`src/hw/rtl/assert_macros.svh`:
```
// Assertion macros shared by the RTL files that check their own logic.
// Each macro expands to one labeled concurrent assertion on clock and reset.
`ifndef ASSERT_MACROS_SVH
`define ASSERT_MACROS_SVH

// A property that must hold at every clock edge outside reset.
`define TKPI_ASSERT(label, prop, msg) \
   label: assert property (@(posedge clock) disable iff (reset) prop) else $error(msg);

// A condition that must never be true at a clock edge outside reset.
`define TKPI_NEVER(label, expr, msg) \
   `TKPI_ASSERT(label, !(expr), msg)

`endif

```
`src/hw/rtl/tkpi_pkg.sv`:
```
// Package of the top-k pattern imputation unit: sizes, codes and the
// command and status structs between controller and datapath. No dependencies.
`timescale 1ns / 1ps

package tkpi_pkg;

   // Store sizes.
   localparam int WINDOW_MAX  = 256;
   localparam int SERIES_MAX  = 4;
   localparam int ANCHORS_MAX = 8;
   localparam int PLEN_MAX    = 128;
   localparam int SAMPLE_BITS = 16;

   // Field and register widths.
   localparam int POS_BITS       = $clog2(WINDOW_MAX);
   localparam int SER_BITS       = $clog2(SERIES_MAX);
   localparam int ROW_BITS       = $clog2(ANCHORS_MAX);
   localparam int TYPE_BITS      = 2;
   localparam int LEN_BITS       = 9;
   localparam int PLEN_BITS      = 8;
   localparam int K_BITS         = 4;
   localparam int D_BITS         = 3;
   localparam int X_BITS         = $clog2(PLEN_MAX);
   localparam int CSR_IDX_BITS   = 2;
   localparam int CSR_DATA_BITS  = 9;
   localparam int REF_ADDR_BITS  = SER_BITS + POS_BITS;
   localparam int COST_ADDR_BITS = ROW_BITS + POS_BITS;

   // Arithmetic widths.
   localparam int SQ_BITS   = 2 * SAMPLE_BITS;
   localparam int ACC_BITS  = 42;
   localparam int ROOT_BITS = ACC_BITS / 2;
   localparam int REM_BITS  = ROOT_BITS + 2;
   localparam int DIST_BITS = 24;
   localparam int COST_BITS = 32;
   localparam int SUM_BITS  = SAMPLE_BITS + ROW_BITS;
   localparam logic [COST_BITS-1:0] COST_INF = '1;

   // Request type codes.
   localparam logic [TYPE_BITS-1:0] REQ_LOAD_REF = 2'd0;
   localparam logic [TYPE_BITS-1:0] REQ_LOAD_TGT = 2'd1;
   localparam logic [TYPE_BITS-1:0] REQ_START    = 2'd2;

   // Configuration register indexes.
   localparam logic [CSR_IDX_BITS-1:0] CSR_WINDOW  = 2'd0;
   localparam logic [CSR_IDX_BITS-1:0] CSR_PATTERN = 2'd1;
   localparam logic [CSR_IDX_BITS-1:0] CSR_ANCHORS = 2'd2;
   localparam logic [CSR_IDX_BITS-1:0] CSR_SERIES  = 2'd3;

   // Commands from the controller to the datapath.
   typedef struct packed {
      logic                      load_ref;
      logic                      load_tgt;
      logic                      ref_rd;
      logic [REF_ADDR_BITS-1:0]  ref_a_addr;
      logic [REF_ADDR_BITS-1:0]  ref_b_addr;
      logic                      acc_clear;
      logic                      sqrt_start;
      logic                      dist_wr;
      logic                      dist_rd;
      logic [POS_BITS-1:0]       dist_addr;
      logic                      cost_rd;
      logic [COST_ADDR_BITS-1:0] cost_a_addr;
      logic [COST_ADDR_BITS-1:0] cost_b_addr;
      logic                      cost_b_zero;
      logic                      cost_wr;
      logic [COST_ADDR_BITS-1:0] cost_wr_addr;
      logic                      cost_force_inf;
      logic                      tgt_rd;
      logic [POS_BITS-1:0]       tgt_addr;
      logic                      sum_clear;
      logic                      sum_add;
      logic                      div_start;
      logic [K_BITS-1:0]         div_k;
      logic                      rsp_load;
      logic                      rsp_err;
      logic                      tgt_wb;
      logic [POS_BITS-1:0]       wb_addr;
   } cmd_type;

   // Status from the datapath to the controller.
   typedef struct packed {
      logic pipe_busy;
      logic sqrt_busy;
      logic div_busy;
      logic cost_eq;
      logic cost_inf;
   } status_type;

endpackage

```
`src/hw/rtl/tkpi_ctrl.sv`:
```
// Controller of the imputation unit: configuration registers, the sequencer
// over distances, cost table, backtracking and averaging. Uses tkpi_pkg.
`timescale 1ns / 1ps

module tkpi_ctrl (
   input  logic                                 clock,
   input  logic                                 reset,
   input  logic                                 req_valid,
   input  logic [tkpi_pkg::TYPE_BITS-1:0]       req_type,
   input  logic [tkpi_pkg::POS_BITS-1:0]        missing_index,
   output logic                                 req_ready,
   input  logic                                 csr_valid,
   input  logic [tkpi_pkg::CSR_IDX_BITS-1:0]    csr_index,
   input  logic [tkpi_pkg::CSR_DATA_BITS-1:0]   csr_data,
   output logic                                 csr_ready,
   input  logic                                 rsp_ready,
   output logic                                 rsp_valid,
   output tkpi_pkg::cmd_type                    cmd,
   input  tkpi_pkg::status_type                 status
);

   localparam int PB  = tkpi_pkg::POS_BITS;
   localparam int LB  = tkpi_pkg::LEN_BITS;
   localparam int RB  = tkpi_pkg::ROW_BITS;
   localparam int PATB = LB + 2;

   typedef enum logic [4:0] {
      ST_IDLE, ST_REDUCE, ST_CHECK, ST_D_START, ST_D_ISSUE, ST_D_DRAIN, ST_D_SQRT,
      ST_D_WAIT, ST_DP_ISSUE, ST_DP_WRITE, ST_BT_ISSUE, ST_BT_EVAL, ST_AV_START,
      ST_AV_ISSUE, ST_AV_ADD, ST_AV_DIV, ST_AV_WAIT, ST_FINISH, ST_FAIL
   } state_type;

   state_type                         state_ff;
   logic [LB-1:0]                     win_ff;
   logic [tkpi_pkg::PLEN_BITS-1:0]    plen_ff;
   logic [tkpi_pkg::K_BITS-1:0]       k_ff;
   logic [tkpi_pkg::D_BITS-1:0]       d_ff;
   logic                              rsp_valid_ff;
   logic [LB-1:0]                     p_ff;
   logic [PB-1:0]                     pcnt_ff;
   logic [PB-1:0]                     j_ff;
   logic [tkpi_pkg::K_BITS-1:0]       i_ff;
   logic [tkpi_pkg::SER_BITS-1:0]     s_ff;
   logic [tkpi_pkg::X_BITS-1:0]       x_ff;
   logic [PB-1:0]                     a_ff, b_ff, a0_ff;
   logic [RB-1:0]                     av_ff;
   logic                              first_ff;
   logic [PB-1:0]                     anchor_ff [tkpi_pkg::ANCHORS_MAX];

   // Clamped configuration.
   logic [LB-1:0]                     len_c;
   logic [tkpi_pkg::PLEN_BITS-1:0]    plen_c;
   logic [tkpi_pkg::K_BITS-1:0]       k_c;
   logic [tkpi_pkg::D_BITS-1:0]       d_c;
   logic [PB-1:0]                     len_m1;
   logic signed [PATB-1:0]            pat_w;
   logic                              too_few;
   logic [LB:0]                       a0_sum;
   logic [PB-1:0]                     a0_init;
   logic [PB-1:0]                     pred;
   logic [RB-1:0]                     im1, im2;
   logic [PB-1:0]                     jm1;
   logic                              accept;
   logic                              x_last, s_last;
   logic [tkpi_pkg::K_BITS-1:0]       bt_i_n;
   logic [PB-1:0]                     bt_j_n;
   logic [LB:0]                       t_sum;
   logic [PB-1:0]                     t_addr;
   logic                              rsp_free;

   assign len_c  = (win_ff < LB'(2)) ? LB'(2) :
                   (win_ff > LB'(tkpi_pkg::WINDOW_MAX)) ? LB'(tkpi_pkg::WINDOW_MAX) : win_ff;
   assign plen_c = (plen_ff == '0) ? tkpi_pkg::PLEN_BITS'(1) :
                   (plen_ff > tkpi_pkg::PLEN_BITS'(tkpi_pkg::PLEN_MAX)) ?
                   tkpi_pkg::PLEN_BITS'(tkpi_pkg::PLEN_MAX) : plen_ff;
   assign k_c    = (k_ff == '0) ? tkpi_pkg::K_BITS'(1) :
                   (k_ff > tkpi_pkg::K_BITS'(tkpi_pkg::ANCHORS_MAX)) ?
                   tkpi_pkg::K_BITS'(tkpi_pkg::ANCHORS_MAX) : k_ff;
   assign d_c    = (d_ff == '0) ? tkpi_pkg::D_BITS'(1) :
                   (d_ff > tkpi_pkg::D_BITS'(tkpi_pkg::SERIES_MAX)) ?
                   tkpi_pkg::D_BITS'(tkpi_pkg::SERIES_MAX) : d_ff;
   assign len_m1 = PB'(len_c - 1'b1);

   // Pattern count and the check for too few patterns.
   assign pat_w   = $signed({2'b00, len_c}) - $signed({2'b00, plen_c, 1'b0}) +
                    $signed(PATB'(1));
   assign too_few = (pat_w < $signed(PATB'(1))) ||
                    ($signed(PATB'(k_c)) > pat_w);

   // First sample of the first candidate pattern, wrapped once.
   assign a0_sum  = (LB + 1)'(p_ff) + (LB + 1)'(plen_c);
   assign a0_init = (a0_sum >= (LB + 1)'(len_c)) ? PB'(a0_sum - (LB + 1)'(len_c))
                                                 : PB'(a0_sum);

   // Table indexes.
   assign pred = (j_ff >= plen_c) ? PB'(j_ff - plen_c) : '0;
   assign im1  = RB'(i_ff - 1'b1);
   assign im2  = RB'(i_ff - 2'd2);
   assign jm1  = j_ff - 1'b1;

   assign x_last = (tkpi_pkg::PLEN_BITS'(x_ff) == plen_c - 1'b1);
   assign s_last = (tkpi_pkg::D_BITS'(s_ff) == d_c - 1'b1);

   // Backtracking step: move left on a tie, otherwise record the anchor.
   always_comb begin
      if (status.cost_eq) begin
         bt_i_n = i_ff;
         bt_j_n = jm1;
      end else begin
         bt_i_n = i_ff - 1'b1;
         bt_j_n = pred;
      end
   end

   // Target position that follows the current anchor, wrapped once.
   assign t_sum  = (LB + 1)'(p_ff) + (LB + 1)'(plen_c) + (LB + 1)'(anchor_ff[av_ff]) -
                   (LB + 1)'(1);
   assign t_addr = (t_sum >= (LB + 1)'(len_c)) ? PB'(t_sum - (LB + 1)'(len_c))
                                               : PB'(t_sum);

   assign accept   = req_valid && req_ready;
   assign rsp_free = !rsp_valid_ff || rsp_ready;

   // Commands to the datapath.
   always_comb begin
      cmd              = '0;
      cmd.load_ref     = accept && (req_type == tkpi_pkg::REQ_LOAD_REF);
      cmd.load_tgt     = accept && (req_type == tkpi_pkg::REQ_LOAD_TGT);
      cmd.ref_a_addr   = {s_ff, a_ff};
      cmd.ref_b_addr   = {s_ff, b_ff};
      cmd.dist_addr    = j_ff;
      cmd.cost_wr_addr = {im1, j_ff};
      cmd.cost_force_inf = PB'(i_ff) > j_ff;
      cmd.tgt_addr     = t_addr;
      cmd.div_k        = k_c;
      cmd.wb_addr      = p_ff[PB-1:0];
      case (state_ff)
         ST_D_START: begin
            cmd.acc_clear = 1'b1;
         end
         ST_D_ISSUE: begin
            cmd.ref_rd = 1'b1;
         end
         ST_D_SQRT: begin
            cmd.sqrt_start = 1'b1;
         end
         ST_D_WAIT: begin
            cmd.dist_wr = !status.sqrt_busy;
         end
         ST_DP_ISSUE: begin
            cmd.cost_rd     = 1'b1;
            cmd.dist_rd     = 1'b1;
            cmd.cost_a_addr = {im1, jm1};
            cmd.cost_b_addr = {im2, pred};
            cmd.cost_b_zero = (i_ff == tkpi_pkg::K_BITS'(1));
         end
         ST_DP_WRITE: begin
            cmd.cost_wr = 1'b1;
         end
         ST_BT_ISSUE: begin
            cmd.cost_rd     = 1'b1;
            cmd.cost_a_addr = {im1, j_ff};
            cmd.cost_b_addr = {im1, jm1};
         end
         ST_AV_START: begin
            cmd.sum_clear = 1'b1;
         end
         ST_AV_ISSUE: begin
            cmd.tgt_rd = 1'b1;
         end
         ST_AV_ADD: begin
            cmd.sum_add = 1'b1;
         end
         ST_AV_DIV: begin
            cmd.div_start = 1'b1;
         end
         ST_FINISH: begin
            cmd.rsp_load = rsp_free;
            cmd.tgt_wb   = rsp_free;
         end
         ST_FAIL: begin
            cmd.rsp_load = rsp_free;
            cmd.rsp_err  = 1'b1;
         end
         default: begin
         end
      endcase
   end

   // Sequencer, configuration registers and the result valid flag.
   always_ff @(posedge clock) begin
      if (reset) begin
         state_ff     <= ST_IDLE;
         rsp_valid_ff <= 1'b0;
         win_ff       <= LB'(tkpi_pkg::WINDOW_MAX);
         plen_ff      <= tkpi_pkg::PLEN_BITS'(8);
         k_ff         <= tkpi_pkg::K_BITS'(4);
         d_ff         <= tkpi_pkg::D_BITS'(3);
      end else begin
         if (csr_valid) begin
            case (csr_index)
               tkpi_pkg::CSR_WINDOW:  win_ff  <= csr_data;
               tkpi_pkg::CSR_PATTERN: plen_ff <= csr_data[tkpi_pkg::PLEN_BITS-1:0];
               tkpi_pkg::CSR_ANCHORS: k_ff    <= csr_data[tkpi_pkg::K_BITS-1:0];
               tkpi_pkg::CSR_SERIES:  d_ff    <= csr_data[tkpi_pkg::D_BITS-1:0];
               default: begin
               end
            endcase
         end

         if (rsp_valid_ff && rsp_ready) begin
            rsp_valid_ff <= 1'b0;
         end
         if (cmd.rsp_load) begin
            rsp_valid_ff <= 1'b1;
         end

         case (state_ff)
            ST_IDLE: begin
               if (accept && (req_type == tkpi_pkg::REQ_START)) begin
                  p_ff     <= LB'(missing_index);
                  state_ff <= ST_REDUCE;
               end
            end
            // Bring the missing position into the window.
            ST_REDUCE: begin
               if (p_ff >= len_c) begin
                  p_ff <= p_ff - len_c;
               end else begin
                  state_ff <= ST_CHECK;
               end
            end
            ST_CHECK: begin
               if (too_few) begin
                  state_ff <= ST_FAIL;
               end else begin
                  pcnt_ff  <= PB'(pat_w);
                  j_ff     <= PB'(1);
                  a0_ff    <= a0_init;
                  state_ff <= ST_D_START;
               end
            end
            // Distance of candidate pattern j.
            ST_D_START: begin
               s_ff     <= '0;
               x_ff     <= '0;
               a_ff     <= a0_ff;
               b_ff     <= p_ff[PB-1:0];
               state_ff <= ST_D_ISSUE;
            end
            ST_D_ISSUE: begin
               if (x_last) begin
                  x_ff <= '0;
                  a_ff <= a0_ff;
                  b_ff <= p_ff[PB-1:0];
                  s_ff <= s_ff + 1'b1;
                  if (s_last) begin
                     state_ff <= ST_D_DRAIN;
                  end
               end else begin
                  x_ff <= x_ff + 1'b1;
                  a_ff <= (a_ff == '0) ? len_m1 : a_ff - 1'b1;
                  b_ff <= (b_ff == '0) ? len_m1 : b_ff - 1'b1;
               end
            end
            ST_D_DRAIN: begin
               if (!status.pipe_busy) begin
                  state_ff <= ST_D_SQRT;
               end
            end
            ST_D_SQRT: begin
               state_ff <= ST_D_WAIT;
            end
            ST_D_WAIT: begin
               if (!status.sqrt_busy) begin
                  if (j_ff == pcnt_ff) begin
                     j_ff     <= '0;
                     i_ff     <= tkpi_pkg::K_BITS'(1);
                     state_ff <= ST_DP_ISSUE;
                  end else begin
                     j_ff     <= j_ff + 1'b1;
                     a0_ff    <= (a0_ff == len_m1) ? '0 : a0_ff + 1'b1;
                     state_ff <= ST_D_START;
                  end
               end
            end
            // Cost table, column by column.
            ST_DP_ISSUE: begin
               state_ff <= ST_DP_WRITE;
            end
            ST_DP_WRITE: begin
               state_ff <= ST_DP_ISSUE;
               if (i_ff == k_c) begin
                  i_ff <= tkpi_pkg::K_BITS'(1);
                  if (j_ff == pcnt_ff) begin
                     i_ff     <= k_c;
                     first_ff <= 1'b1;
                     state_ff <= ST_BT_ISSUE;
                  end else begin
                     j_ff <= j_ff + 1'b1;
                  end
               end else begin
                  i_ff <= i_ff + 1'b1;
               end
            end
            // Backtracking from the last cell.
            ST_BT_ISSUE: begin
               state_ff <= ST_BT_EVAL;
            end
            ST_BT_EVAL: begin
               if (first_ff && status.cost_inf) begin
                  state_ff <= ST_FAIL;
               end else begin
                  first_ff <= 1'b0;
                  if (!status.cost_eq) begin
                     anchor_ff[im1] <= j_ff;
                  end
                  i_ff <= bt_i_n;
                  j_ff <= bt_j_n;
                  if ((bt_i_n == '0) || (bt_j_n == '0)) begin
                     state_ff <= ST_AV_START;
                  end else begin
                     state_ff <= ST_BT_ISSUE;
                  end
               end
            end
            // Average of the target samples after the anchors.
            ST_AV_START: begin
               av_ff    <= '0;
               state_ff <= ST_AV_ISSUE;
            end
            ST_AV_ISSUE: begin
               state_ff <= ST_AV_ADD;
            end
            ST_AV_ADD: begin
               if (tkpi_pkg::K_BITS'(av_ff) == k_c - 1'b1) begin
                  state_ff <= ST_AV_DIV;
               end else begin
                  av_ff    <= av_ff + 1'b1;
                  state_ff <= ST_AV_ISSUE;
               end
            end
            ST_AV_DIV: begin
               state_ff <= ST_AV_WAIT;
            end
            ST_AV_WAIT: begin
               if (!status.div_busy) begin
                  state_ff <= ST_FINISH;
               end
            end
            ST_FINISH, ST_FAIL: begin
               if (rsp_free) begin
                  state_ff <= ST_IDLE;
               end
            end
            default: begin
               state_ff <= ST_IDLE;
            end
         endcase
      end
   end

   assign req_ready = (state_ff == ST_IDLE);
   assign csr_ready = 1'b1;
   assign rsp_valid = rsp_valid_ff;

endmodule

```
`config.mk`:
```
export PLATFORM = sky130hd
export DESIGN_NAME = tkpi_ctrl
export DESIGN_NICKNAME = d
export VERILOG_FILES = /design/src/hw/rtl/assert_macros.svh /design/src/hw/rtl/tkpi_pkg.sv /design/src/hw/rtl/tkpi_ctrl.sv
export SDC_FILE = /design/constraint.sdc
export NUM_CORES = 1
export LEC_CHECK = 0
export ABC_AREA = 1
export BUFFER_PORTS_ARGS = -buffer_cell sky130_fd_sc_hd__buf_4
export CORE_MARGIN = 2
export CORE_UTILIZATION = 30
export DETAILED_ROUTE_END_ITERATION = 8
export GPL_TIMING_DRIVEN = 0
export HOLD_SLACK_MARGIN = 0.03
export PLACE_DENSITY_LB_ADDON = 0.12
export SLEW_MARGIN = 20
export SYNTH_ARGS = -nofsm -noshare
export SYNTH_HDL_FRONTEND = slang
export SYNTH_SLANG_ARGS = --single-unit
```
`constraint.sdc`:
```
create_clock -name clock -period 9.9 [get_ports clock]
set_input_delay 0.495 -clock clock [delete_from_list [all_inputs] [get_ports clock]]
set_output_delay 0.495 -clock clock [all_outputs]
set_load 0.02 [all_outputs]
```
==> metrics.csv <==
stage,metric,value,unit
routing,first_iter_violations,663,
grt,grt_pass1_vias,10975,
worst_setup_path,path_buf_inv,7,
die,core_area,41020,um^2
cells_and_area,syn_to_final_growth,18.03,%
cts,h-tree-depth,4,
die,die-height,208.3,um
power,leakage,6.740,nW
cts,ctsHoldBuffers,0,
cells_and_area,nNetsFinal,1921,
worst_setup_path,arrival,6160,ps
run,cap_violations,0,
synthesis,synth-edff-count,130,
place,place_ws,3714,ps
sta,slew_headroom,31.76,%
synthesis,syn_inst,1636,
cells_and_area,fin_util,36.03,%
cts,post_cts_buffers,0,
routing,drcViolationCount,0,
min_path,worstHoldPathType,in2reg,
routing,finalWirelength,39400,um
synthesis,synth-seq-cells,163,
sta,fin_crit,6657,ps
sta,fin_tns_setup,0,ps
die,ioPinCount,133,
place,hpwl,30890,um
cts,cts_inserted_buffers,17,
die,start_util,30.53,%
routing,postRouteAntennaNets,0,
cells_and_area,final_common_cell,nand2_1,
sta,skew,13.12,ps
cts,cts_resized,0,
grt,grt_max_degree,24,
cells_and_area,drive_above_1_share,11.84,%
worst_setup_path,crit_fanout,10,
worst_setup_path,cpMaxStageDelayCell,xnor2_1,
sta,finalHoldViolations,0,
die,rows,74,
worst_setup_path,crit_type,reg2out,
grt,grt-ovfl-total,0,
synthesis,synth_ff_type,edfxtp_1,
worst_setup_path,crit_family,adder cells,
synthesis,avgSynthCellArea,7.654,um^2
synthesis,synth_nets,1770,
cts,cts_tree,built,
grt,grt_usage,18.23,%
power,power_density,159.7,nW/um^2
cts,clk_pin_slew,70,ps
cts,clock_latency,460,ps
worst_setup_path,timing.critical_path.mode_cell,inv_1,
sta,worst_slew_pin_slew,1020,ps
synthesis,synth_area,12520,um^2
cells_and_area,final_cell_mix,"nand2_1 (340), inv_1 (241), nor2_1 (175)",
place,io_buffer_count,130,
synthesis,synthDistinctLibCells,52,
worst_setup_path,cp.required,9410,ps
grt,antenna_found_initial,0,
synthesis,async_reset_ff_share,0,%
routing,wl_per_cell,16.90,um
sta,timing.final.crit_share,67.24,%
routing,via_count,11209,
cells_and_area,antenna_cells,0,
power,ir_worst_vdd,152.3,uV
sta,final-max-slew-violation-count,0,
cts,cts_root_buf,clkbuf_16,
cts,clockBufferDepth,2,
grt,grt_pass1_wl,61110,um
synthesis,ys.warnings.count,0,
routing,viasPerCell,4.809,
outcome,status,finished clean,
sta,setup_violations,0,
sta,fmaxAchievable,150.2,MHz
synthesis,seq_area_frac_synth,36.45,%
die,dieArea,43390,um^2
cts,cts_num_sinks,163,
sta,holdWs,289.7,ps
sta,rsz0062_at_grt,false,
routing,drt_first_pass_iters,5,
worst_setup_path,start_kind,register,
die,die_w,208.3,um
place,place_congestion,0.8884,
sta,setup_slack,3243,ps
worst_setup_path,slowest_delay,440,ps
worst_setup_path,end_kind,output port,
flip-flops by register name, summed over array words and instances (netlist names), 4 cells and up, named ones only:
signal and flops:
pcnt_ff 8, j_ff 8, k_ff 4, win_ff 9, state_ff 5, a0_ff 8
i_ff 4, x_ff 7, p_ff 9, plen_ff 8, a_ff 8, anchor_ff 64
b_ff 8
cell type report:
class	count	area, um^2
fillers	4355	26240
clock inverters	12	125.1
plain buffers	57	296.5
well taps	532	665.6
clock buffers	19	432.9
flip-flops and latches	163	4564
multi-input cells	1170	6766
repair buffers	132	1003
inverters	246	924.6
cells in the mapped netlist, drive strengths merged (17+ instances only):
cell type	instances	area [um^2]
inv	242	908.4
nand4	25	156.4
nor3	26	130.1
a21oi	88	440.4
clkbuf	32	120.1
o22ai	17	106.4
buf	25	176.4
nand3	71	377.9
dfxtp	33	660.6
ha	96	1201
edfxtp	130	3904
o21ai	141	728.2
nor2	178	673.1
xor2	59	516.8
nand2	343	1300
xnor2	24	210.2
stage by stage:
step	cell area (um^2)	power [mW]	cells
after global routing	14780	2.519	2331
final	14780	2.360	2331
after global placement	14160	1.713	2298
after CTS	14780	2.381	2331
after floorplan	12520	1.437	1636
after detailed placement	14220	1.721	2300
worst reg2reg max path: cells and delay by family, from the launching register on:
kind / cells / cell delay [ps]
AOI/OAI and AO/OA: 7 / 1560
adders and majority gates: 3 / 1100
DFF: 1 / 310
and+or+nand+nor: 9 / 720
buffers and inverters: 4 / 580
xor gates and xnor gates: 1 / 320
where the power goes:
part / leakage (nW) / internal [mW] / switching, mW / total [mW]
registers: 1.45 / 0.766 / 0.0228 / 0.789
logic: 5.02 / 0.347 / 0.566 / 0.913
clock network: 0.269 / 0.351 / 0.307 / 0.659
metal layers:
| layer | wire [um] | vias to the layer above | share of wire, % | track usage (%) |
|---|---|---|---|---|
| met5 | 0 | - | 0 | 0 |
| met4 | 558 | 0 | 1.4 | 4.490 |
| met3 | 1270 | 39 | 3.2 | 2.838 |
| met1 | 19440 | 5215 | 49 | 25.18 |
| met2 | 18130 | 203 | 46 | 29.79 |
| li1 | - | 5752 | - | - |
worst paths after layout:
kind	from	slack, ps	cells past startpoint	end
hold reg to reg	d_ff[0]	460	2	d_ff[0]
setup reg to reg	win_ff[6]	4940	24	a0_ff[5]
setup / recovery	plen_ff[4]	3240	29	cmd[25]
hold / removal	csr_data[5]	290	3	plen_ff[5]
logic make-up after synthesis:
kind of cell	synth area share [%]
other	0.02995
AO/OA/AOI/OAI	13.82
adder cells (fa/ha/maj)	10.71
multiplexers	0.8793
buffers and inverters	9.752
flip-flops	36.45
XOR/XNOR	5.805
AND/OR/NAND/NOR	22.55
(Power assumes the default switching activity.)
